--- src/rtl/bsofi_pkg.sv ---
// types and constants shared by the order flow imbalance block
`default_nettype none
package bsofi_pkg;

    localparam int PRICE_W = 32;
    localparam int QTY_W   = 32;
    localparam int OFI_W   = 39;
    localparam int MID_W   = 33;
    localparam int TOP_N   = 10;  // deepest imbalance depth kept per side
    localparam int IDX_W   = 4;   // index into the top levels, and their count
    localparam int NDEPTH  = 4;
    localparam int DEPTH_K [NDEPTH] = '{1, 3, 5, 10};

    typedef struct packed {
        logic               side;
        logic [PRICE_W-1:0] price;
        logic [QTY_W-1:0]   qty;
        logic               top;   // stored level inside the top levels
        logic [IDX_W-1:0]   idx;
        logic               over;
        logic               last;
    } t_cmd;

    typedef struct packed {
        logic [OFI_W-1:0] ofi_depth1;
        logic [OFI_W-1:0] ofi_depth3;
        logic [OFI_W-1:0] ofi_depth5;
        logic [OFI_W-1:0] ofi_depth10;
        logic             ofi_valid;
        logic             book_ok;
        logic             oversized;
        logic [MID_W-1:0] mid_twice;
        logic [MID_W-1:0] ask_bid_gap;
    } t_res;

endpackage
`default_nettype wire

--- src/rtl/bsofi_queue.sv ---
// two-entry command queue between front and back
`default_nettype none
module bsofi_queue (
    input  wire              i_clk,
    input  wire              i_rst_n,
    input  wire              i_push,
    input  bsofi_pkg::t_cmd  i_cmd,
    input  wire              i_pop,
    output logic             o_full,
    output logic             o_empty,
    output bsofi_pkg::t_cmd  o_cmd
);
    import bsofi_pkg::*;

    t_cmd       r_mem [2];
    logic       r_wp;
    logic       r_rp;
    logic [1:0] r_cnt;

    assign o_full  = (r_cnt == 2'd2);
    assign o_empty = (r_cnt == 2'd0);
    assign o_cmd   = r_mem[r_rp];

    always_ff @(posedge i_clk) begin
        if (i_push) begin
            r_mem[r_wp] <= i_cmd;
        end
    end

    always_ff @(posedge i_clk) begin
        if (!i_rst_n) begin
            r_wp  <= 1'b0;
            r_rp  <= 1'b0;
            r_cnt <= 2'd0;
        end else begin
            if (i_push) begin
                r_wp <= !r_wp;
            end
            if (i_pop) begin
                r_rp <= !r_rp;
            end
            r_cnt <= r_cnt + 2'(i_push) - 2'(i_pop);
        end
    end
endmodule
`default_nettype wire

--- config.mk ---
export PLATFORM = sky130hd
export DESIGN_NAME = bsofi_queue
export DESIGN_NICKNAME = d
export VERILOG_FILES = /design/src/rtl/bsofi_pkg.sv /design/src/rtl/bsofi_queue.sv
export SDC_FILE = /design/constraint.sdc
export NUM_CORES = 1
export LEC_CHECK = 0
export ABC_CLOCK_PERIOD_IN_PS = 7100
export BUFFER_PORTS_ARGS = -buffer_cell sky130_fd_sc_hd__buf_2
export CORE_UTILIZATION = 50
export CTS_BUF_LIST = sky130_fd_sc_hd__clkbuf_4 sky130_fd_sc_hd__clkbuf_8
export CTS_CLUSTER_DIAMETER = 30
export DETAILED_ROUTE_END_ITERATION = 7
export PLACE_DENSITY_LB_ADDON = 0.12
export SYNTH_ARGS = -nofsm -noshare
export SYNTH_HDL_FRONTEND = slang
export SYNTH_SLANG_ARGS = --single-unit
--- constraint.sdc ---
create_clock -name i_clk -period 7.1 [get_ports i_clk]
set_clock_uncertainty 0.1 [all_clocks]
set_input_delay 0.71 -clock i_clk [delete_from_list [all_inputs] [get_ports i_clk]]
set_output_delay 0.71 -clock i_clk [all_outputs]
set_load 0.01 [all_outputs]
==> results.cfg <==
[place]
dp.cells = 528
placedInstanceArea_sq_um = 6570
finalWeightedCongestion = 0.667
post-dp-hpwl_mm = 5.69
port_buffers = 149

[routing]
dr_wl_cell_um = 16.2
routed_via_density = 4.86
route.antenna.remaining_nets = 0
drc_errors = 0
route.final.wire_length_mm = 9.07
drt_iter0_markers = 125
drtPass1Iterations = 4
vias = 2718

[floorplanning]
rows = 38
io_pins = 150
floorplan.die_area_sq_um = 12000
design.core.area_sq_um = 11000
die_y_um = 109
dieWidth_um = 109
initial_core_util_pct = 52.3

[clocking]
tritoncts = built
cts.repair_timing.setup_buffer_count = 0
clockBufferDepth = 2
cts_resized = 0
clkSlewWorstSetupHoldPaths_ps = 80
htree_levels = 4
cts-hold-fix-buffers = 0
clk-insertion-delay-late_ps = 430
clock_sinks = 149
cts_root_buf = sky130_fd_sc_hd__clkbuf_8
tritoncts.num_buffers = 17

[sta]
period_minus_slack_ps = 3290
final-hold-violation-count = 0
timing.final.crit_share_pct = 46.4
slew_worst_pin_ps = 1080
setup_repair_after_global_routing_missed_its_margin = no
maxSlewHeadroom_pct = 27.6
timing_max_transition_violations_final = 0
setup_tns_ps = 0
setup-violations-final = 0
achievable-frequency_mhz = 304

[finish]
layout.nets = 485
final_cell_area_excluding_filler_cells_sq_um = 6980
multi_input_comb_area_sq_um = 1200
drive_above_1_share_pct = 60.1
fillCellCount = 808
antennaDiodeCount = 0
mostFrequentLayoutCell = sky130_fd_sc_hd__buf_2
final_cell_mix = sky130_fd_sc_hd__buf_2 (149), sky130_fd_sc_hd__edfxtp_1 (144), sky130_fd_sc_hd__mux2_4 (70)
sequential_cell_area_sq_um = 4430
layout.cells.non_filler = 559
area_growth_syn_to_layout_pct = 20.8

[pwr]
cellPowerDensity_nw_per_um2 = 275
peakVddDrop_uv = 152
power.leakage_nw = 2.79

[setup_path]
cp_max_fo = 38
timing.critical_path.arrival_ps = 2480
cell_breakdown_of_the_critical_path = buf_4 > mux2_2 > buf_2
cp-endpoint = o_cmd[0]
rr_worst_depth = 2
crit_path_start_kind = flip-flop
critical_path.max_stage_delay_ps = 830
timing_worst_setup_path_type = reg2out
cpMaxStageDelayCell = sky130_fd_sc_hd__dfxtp_4
crit_path_end_kind = output pin
r2r-start = r_wp
worst_case_register_to_register_setup_slack_ps = 4810
r2r-end = r_mem[0][3]
worst-endpoint-required_ps = 6290

[global_route]
grtUsageTotal_pct = 15.9
vias_in_the_first_global_route = 2681
antenna_found_initial = 0
globalRouteOverflowTotal = 0
grt_start_max_net_pins = 73
grt_pass1_wl_mm = 13.4

[synth]
netlist_instances = 245
synth_sequential_area_ratio_pct = 76.6
yosys_top_cell_by_area = sky130_fd_sc_hd__edfxtp_1
ys_ff_latch = 149
synth_top_cell_area_share_pct = 74.9
mappedNetlistArea_sq_um = 5770
yosys.cell_types.count = 14
ys.warnings.count = 0
postSynthAreaPerCell_sq_um = 23.6
synth.area.top_cells = sky130_fd_sc_hd__edfxtp_1 (75%), sky130_fd_sc_hd__mux2_4 (18%), sky130_fd_sc_hd__buf_12 (2.4%)
syn_nets = 323

[worst_hold_path]
timing.hold.worst.class = in2reg

[outcome]
run_status = finished clean

[run]
max_cap_violation_count = 0
-- sequential cells by signal, summed over array words and instances (netlist names), named ones only --
signal	count
r_wp	1
r_rp	1
r_mem	144
r_cnt	2
-- final cells by class --
type	count	area share, %
Clock buffer	18	3.46
Sequential cell	149	63.5
Timing Repair Buffer	151	10.9
Tap cell	140	2.51
Multi-Input combinational cell	86	17.2
Clock inverter	13	2.35
Inverter	2	0.108
-- power breakdown --
group          internal, mW  switching (mW)
logic                 0.122          0.0963
clock network         0.377           0.284
registers              1.02          0.0245
total                  1.52           0.405
-- per-stage QoR --
step                      total power, mW  hold slack [ps]  utilization, %  setup slack (ps)
after floorplan                      1.21              455               -              2590
after global placement               1.28              456            59.6              4210
after detailed placement             1.28              474            59.6              4200
after CTS                            1.94              332            63.3              3720
after global routing                 1.99              330            63.3              3660
final                                1.92              360            63.3              3810
-- cell usage after synthesis --
master	instances
sky130_fd_sc_hd__edfxtp_1	144
sky130_fd_sc_hd__and2_1	4
sky130_fd_sc_hd__xnor3_1	1
sky130_fd_sc_hd__inv_1	2
sky130_fd_sc_hd__ha_1	2
sky130_fd_sc_hd__xor2_1	1
sky130_fd_sc_hd__buf_12	7
sky130_fd_sc_hd__mux2_4	70
sky130_fd_sc_hd__o21a_1	1
sky130_fd_sc_hd__nor2b_1	4
sky130_fd_sc_hd__buf_6	1
sky130_fd_sc_hd__nor2_1	1
sky130_fd_sc_hd__dfxtp_1	5
sky130_fd_sc_hd__mux2_2	2
-- how the worst min path moves through the flow --
stage	start	end	slack (ps)	cells past startpoint
detailed placement	r_rp	flip-flop	470	2
CTS	i_cmd[2]	r_mem[0][2]	330	1
global route	i_cmd[60]	r_mem[1][60]	330	1
finish	i_cmd[9]	r_mem[1][9]	360	1
floorplan	r_rp	flip-flop	450	2
global placement	r_rp	flip-flop	460	2
-- worst max-delay path, delay by kind of cell, from the launching register on --
| kind | cells | cell delay [ps] |
|---|---|---|
| buffers and inverters | 2 | 790 |
| flip-flops | 1 | 830 |
| multiplexers | 1 | 410 |
-- per-layer routing --
metal | wire length (um) | share of wire [%] | vias to the layer above | track usage [%]
li1 | - | - | 1287 | -
met1 | 3710 | 41 | 1321 | 18.8
met2 | 4590 | 51 | 99 | 25.5
met3 | 633 | 7.0 | 11 | 5.69
met4 | 130 | 1.4 | 0 | 8.29
met5 | 0 | 0 | - | 0
-- kinds of logic after synthesis --
kind of cell,share of synthesized area (%)
and+or+nand+nor,0.932
muxes,18.6
buffers and inverters,2.75
adders and majority gates,0.433
DFF,76.6
AOI/OAI and AO/OA,0.130
xor gates and xnor gates,0.542
Note: power is estimated with default switching activity, not from simulation.
