[config.mk]
export PLATFORM = sky130hd
export DESIGN_NAME = bsofi_front_flat
export DESIGN_NICKNAME = d
export VERILOG_FILES = /design/src/rtl/bsofi_pkg.sv /design/src/rtl/bsofi_ifs.sv /design/src/rtl/bsofi_front.sv /design/src/flat_wrapper.sv
export SDC_FILE = /design/constraint.sdc
export NUM_CORES = 1
export LEC_CHECK = 0
export BUFFER_PORTS_ARGS = -buffer_cell sky130_fd_sc_hd__buf_2
export CORE_MARGIN = 1.5
export CORE_UTILIZATION = 43
export DETAILED_ROUTE_END_ITERATION = 10
export PLACE_DENSITY_LB_ADDON = 0.05
export SKIP_CTS_REPAIR_TIMING = 1
export SLEW_MARGIN = 20
export SYNTH_ARGS = -nofsm -noshare
export SYNTH_HDL_FRONTEND = slang
export SYNTH_SLANG_ARGS = --single-unit
export TNS_END_PERCENT = 20
[constraint.sdc]
create_clock -name i_clk -period 1.85 [get_ports i_clk]
set_input_delay 0.185 -clock i_clk [delete_from_list [all_inputs] [get_ports i_clk]]
set_output_delay 0.185 -clock i_clk [all_outputs]
set_load 0.05 [all_outputs]
[src/rtl/bsofi_pkg.sv]
// types and constants shared by the order flow imbalance block
`default_nettype none
package bsofi_pkg;

    localparam int PRICE_W = 32;
    localparam int QTY_W   = 32;
    localparam int OFI_W   = 39;
    localparam int MID_W   = 33;
    localparam int TOP_N   = 10;  // deepest imbalance depth kept per side
    localparam int IDX_W   = 4;   // index into the top levels, and their count
    localparam int NDEPTH  = 4;
    localparam int DEPTH_K [NDEPTH] = '{1, 3, 5, 10};

    typedef struct packed {
        logic               side;
        logic [PRICE_W-1:0] price;
        logic [QTY_W-1:0]   qty;
        logic               top;   // stored level inside the top levels
        logic [IDX_W-1:0]   idx;
        logic               over;
        logic               last;
    } t_cmd;

    typedef struct packed {
        logic [OFI_W-1:0] ofi_depth1;
        logic [OFI_W-1:0] ofi_depth3;
        logic [OFI_W-1:0] ofi_depth5;
        logic [OFI_W-1:0] ofi_depth10;
        logic             ofi_valid;
        logic             book_ok;
        logic             oversized;
        logic [MID_W-1:0] mid_twice;
        logic [MID_W-1:0] ask_bid_gap;
    } t_res;

endpackage
`default_nettype wire

[src/rtl/bsofi_ifs.sv]
// channel interfaces: level input, result output, configuration write
`default_nettype none
interface bsofi_in_if;
    logic        valid;
    logic        ready;
    logic        side;
    logic [31:0] price;
    logic [31:0] qty;
    logic        present;
    logic        last;
    modport source (output valid, side, price, qty, present, last, input ready);
    modport sink   (input valid, side, price, qty, present, last, output ready);
endinterface


interface bsofi_cfg_if;
    logic        valid;
    logic        ready;
    logic [31:0] max_qty;
    modport source (output valid, max_qty, input ready);
    modport sink   (input valid, max_qty, output ready);
endinterface
`default_nettype wire

[src/rtl/bsofi_front.sv]
// front: accepts levels, counts per side, checks quantity limit, builds commands
`default_nettype none
module bsofi_front #(
    parameter int LEVELS = 10
) (
    input  wire              i_clk,
    input  wire              i_rst_n,
    bsofi_in_if.sink         i_lvl,
    bsofi_cfg_if.sink        i_cfg,
    input  wire              i_full,
    output logic             o_push,
    output bsofi_pkg::t_cmd  o_cmd
);
    import bsofi_pkg::*;

    localparam int CW = $clog2(LEVELS + 1);

    logic [CW-1:0]    r_cnt [2];
    logic [QTY_W-1:0] r_max_qty;
    logic [CW-1:0]    cnt_sd;
    logic             store;

    assign i_cfg.ready = 1'b1;
    assign i_lvl.ready = !i_full;
    assign o_push      = i_lvl.valid && !i_full;

    assign cnt_sd = r_cnt[i_lvl.side];
    assign store  = i_lvl.present && (cnt_sd < CW'(LEVELS));

    always_comb begin
        o_cmd.side  = i_lvl.side;
        o_cmd.price = i_lvl.price;
        o_cmd.qty   = i_lvl.qty;
        o_cmd.top   = store && (cnt_sd < CW'(TOP_N));
        o_cmd.idx   = cnt_sd[IDX_W-1:0];
        o_cmd.over  = store && (i_lvl.qty > r_max_qty);
        o_cmd.last  = i_lvl.last;
    end

    always_ff @(posedge i_clk) begin
        if (!i_rst_n) begin
            r_cnt[0]  <= '0;
            r_cnt[1]  <= '0;
            r_max_qty <= '1;
        end else begin
            if (i_cfg.valid) begin
                r_max_qty <= i_cfg.max_qty;
            end
            if (o_push) begin
                if (i_lvl.last) begin
                    r_cnt[0] <= '0;
                    r_cnt[1] <= '0;
                end else if (store) begin
                    r_cnt[i_lvl.side] <= cnt_sd + CW'(1);
                end
            end
        end
    end
endmodule
`default_nettype wire

[src/flat_wrapper.sv]
// flat-port wrapper written by rule: the top's interface ports become plain ports
module bsofi_front_flat import bsofi_pkg::*;
#(
    parameter int LEVELS = 10
)
  (i_clk, i_rst_n, i_full, o_push, o_cmd, i_lvl_valid, i_lvl_side, i_lvl_price, i_lvl_qty, i_lvl_present, i_lvl_last, i_lvl_ready, i_cfg_valid, i_cfg_max_qty, i_cfg_ready);
  bsofi_in_if i_lvl_i ();
  bsofi_cfg_if i_cfg_i ();
  input  wire i_clk;
  input  wire i_rst_n;
  input  wire i_full;
  output logic o_push;
  output bsofi_pkg::t_cmd o_cmd;
  input wire logic [$bits(i_lvl_i.valid)-1:0] i_lvl_valid;
  input wire logic [$bits(i_lvl_i.side)-1:0] i_lvl_side;
  input wire logic [$bits(i_lvl_i.price)-1:0] i_lvl_price;
  input wire logic [$bits(i_lvl_i.qty)-1:0] i_lvl_qty;
  input wire logic [$bits(i_lvl_i.present)-1:0] i_lvl_present;
  input wire logic [$bits(i_lvl_i.last)-1:0] i_lvl_last;
  output wire logic [$bits(i_lvl_i.ready)-1:0] i_lvl_ready;
  input wire logic [$bits(i_cfg_i.valid)-1:0] i_cfg_valid;
  input wire logic [$bits(i_cfg_i.max_qty)-1:0] i_cfg_max_qty;
  output wire logic [$bits(i_cfg_i.ready)-1:0] i_cfg_ready;
  assign i_lvl_i.valid = i_lvl_valid;
  assign i_lvl_i.side = i_lvl_side;
  assign i_lvl_i.price = i_lvl_price;
  assign i_lvl_i.qty = i_lvl_qty;
  assign i_lvl_i.present = i_lvl_present;
  assign i_lvl_i.last = i_lvl_last;
  assign i_lvl_ready = i_lvl_i.ready;
  assign i_cfg_i.valid = i_cfg_valid;
  assign i_cfg_i.max_qty = i_cfg_max_qty;
  assign i_cfg_ready = i_cfg_i.ready;
  bsofi_front #(.LEVELS(LEVELS)) u_core (.i_clk(i_clk), .i_rst_n(i_rst_n), .i_lvl(i_lvl_i), .i_cfg(i_cfg_i), .i_full(i_full), .o_push(o_push), .o_cmd(o_cmd));
endmodule
==> metrics.md <==
| Metric | Value |
|---|---|
| Startpoint Class | flop |
| Max clock buf depth | 2 |
| Clock latency on the worst-skew pair | 290 ps |
| First-pass detailed-route iteration total | 4 |
| Ant diodes | 0 |
| Max cap viols | 0 |
| CTS clk-pin slew, worst paths | ~80 ps |
| Core ar. | approximately 0.0063 sq mm |
| Routed vias/inst | 4.72 |
| Port bufs | ~110 |
| Die height | 84.0 um |
| CTS tree | done |
| Dpl cells | 480 |
| Layout cells sized above 1 | about 44% |
| # fillers | between 600 and 700 |
| Crit path max fanout | 3 |
| Sw frac | between 30% and 40% |
| Largest net degree at the start of global routing | 33 |
| Final WS setup | -479 ps |
| Xor/xnor cell area share of the yosys netlist | 0.622% |
| DR iter-0 viols | 51 |
| Worst Reg2Reg Path Length in Cells | 5 |
| Htree depth | 2 |
| Post-layout minimum cycle time | approximately 2300 ps |
| Tcrit/Tclk final | 126% |
| Final WL | between 5000 and 6000 um |
| Register area | 882 sq um |
| Setup_tns | -479 ps |
| Crit Path Category | flop to output pin |
| Adder-Cell Fraction of Synth Area | between 10% and 20% |
| Avg Synthesized Cell Area | approximately 8.6 sq um |
| CTS root buf | clkbuf_8 |
| Nets | between 500 and 600 |
| Total GRT Usage | 16.5% |
| Row cnt | 29 |
| Area Overhead vs Synth | 22.2% |
| Internal power | 1.49 mW |
| Commonest cells after routing, fill and taps aside | 111 x buf_2, 41 x nand2_1, 40 x buf_4 |
| RSZ-0062 raised after global routing | yes |
| Post-synthesis sequential area ratio | 31.3% |
| Worst EP arrival | about 2100 ps |
| Fmax | around 0.43 GHz |
| Sequential Power Share | 42.9% |
| YS warnings | 0 |
| Final hold violation count | 0 |
| Post-route insts no fill | about 500 |
| Seq cells post-synth | 40 |
| Final Setup Violations | 1 |
| Largest family of logic cells by synthesized area | buffers and inverters |
| Drt wl/cell | roughly 12 um |
| Pwr per Cell Area | 650 mW/mm^2 |
| Minimum hold slack | between 100 and 150 ps |
| DRC | 0 |
| Yosys cell types | 36 |
| Static Leak | approximately 1.9 nW |
| Vias in the first global route | 2093 |
| Req. time, crit path | between 1500 and 2000 ps |
| Chip width | between 80 and 90 um |
| Total grt overflow | 0 |
| I/O pins | between 150 and 200 |
| Clock power share | 24.6% |
| Worst Hold Path Cells | 3 |
| Worst Skew | roughly 2.2 ps |
| Status | complete, but fails checks |
| Detailed placement HPWL | approximately 4600 um |
| Antenna-violating nets left | 0 |
| Multiplexer area fraction after synthesis | 2.26% |
| Routed vias | between 2000 and 2500 |
| VDD IR max | ~0.32 mV |
| Sw power | 0.746 mW |
| RePlAce Congestion | around 0.74 |
| TritonCTS Buffers | 5 |
| Failing checks | setup timing |
| Post-layout util | 54.2% |
| Initial Util | about 44% |
| Pins over their slew limit | 0 |
| Die area | a little over 0.007 sq mm |
| Crit end category | output pin |
| Worst hold path class | input port to flop |
| Commonest non-fill, non-tap cell in the layout | buf_2 |
| Syn Std Cell Area | between 0.002 and 0.003 sq mm |
| CTS Sinks | 40 |
| Combinational Power Share | about 33% |
| Compound-gate portion of the synthesized area | about 14% |
| Area of the multi-input gates | roughly 0.0014 sq mm |
| Initial antenna violation count | 0 |
| Synthesized net count | 466 |
| Synth Instances | between 300 and 400 |
| First-pass GRT wire length | around 9400 um |
| Pwr Total | around 2.2 mW |
| Post-Synth Simple-Gate Area | 11.9% |
-- per-layer routing --
metal / vias up / track usage (%) / part of all wire, %
li1: 1202 / - / -
met1: 991 / 21.0 / 45
met2: 92 / 27.3 / 47
met3: 15 / 4.85 / 6.7
met4: 0 / 4.77 / 1.5
met5: - / 0 / 0
-- power groups by stage --
stage / clock, mW / sequential (mW) / combinational (mW)
global route: 0.615 / 0.966 / 0.803
global placement: 0 / 0.978 / 0.705
finish: 0.551 / 0.960 / 0.726
detailed placement: 0 / 0.980 / 0.709
CTS: 0.578 / 0.959 / 0.714
floorplan: 0 / 0.976 / 0.682
-- sequential cells by signal (all words and copies together), names as in the netlist --
name / flops
u_core.r_cnt: 8
u_core.r_max_qty: 32
-- cells by family (layout without fill, tap and decap cells) --
logic type | after synthesis | in the layout
fa+ha+maj | 33 | 33
simple gates | 72 | 72
buf+inv | 118 | 199
mux | 5 | 5
other cells | 1 | 1
xor+xnor | 2 | 2
flops | 40 | 40
compound gates | 58 | 58
-- cells in the mapped netlist (all sizes together) --
cell	n	area [sq um]
inv	39	146
nand4	6	37.5
o311ai	1	8.76
a21oi	15	78.8
nor2	10	37.5
a21o	3	22.5
edfxtp	8	240
nor3	2	10.0
xnor2	1	8.76
o31ai	1	7.51
xor2	1	8.76
nor2b	2	12.5
a221o	2	20.0
o211ai	32	240
or3	2	22.5
nand2	41	154
nand2b	1	13.8
and3	1	6.26
mux2i	4	52.6
dfxtp	32	641
nand3b	1	7.51
nand3	5	25.0
o21ai	2	10.0
conb	1	3.75
mux2	1	11.3
a21boi	1	7.51
a211oi	1	7.51
clkbuf	10	37.5
or4	1	7.51
buf	69	518
ha	33	413
-- per-stage QoR --
stage,area (sq um),worst slack [ps]
after global routing,3440,-595
final,3440,-479
after floorplan,2860,-135
after global placement,3260,-310
after detailed placement,3260,-300
after CTS,3340,-642
-- worst max-delay path, stage by stage (launching register included) --
cell      delay, ps
dfxtp_1         310
inv_1            70
ha_4            280
nand4_1         140
or4_4           480
a21oi_4         160
o311ai_4        100
a21oi_4         160
buf_8           160
-- worst paths after layout --
| path | endpoint | slack, ps | startpoint |
|---|---|---|---|
| max | o_cmd[1] | -480 | u_core.r_max_qty[14]$_SDFFE_PN1P_ |
| min | u_core.r_max_qty[26]$_SDFFE_PN1P_ | 100 | i_cfg_max_qty[26] |
| max reg2reg | u_core.r_cnt[1][1]$_SDFFCE_PN0P_ | 140 | u_core.r_cnt[1][1]$_SDFFCE_PN0P_ |
| min reg2reg | u_core.r_max_qty[0]$_SDFFE_PN1P_ | 480 | u_core.r_max_qty[0]$_SDFFE_PN1P_ |
-- area by class of cell --
cell class	count	share of cell area, %
multi-input combinational	171	39.6
sequential	40	25.6
timing repair buffer	153	25.5
inverter	39	4.25
tap	77	2.80
clock buffer	7	2.22
Power figures use the tool's default switching activity.
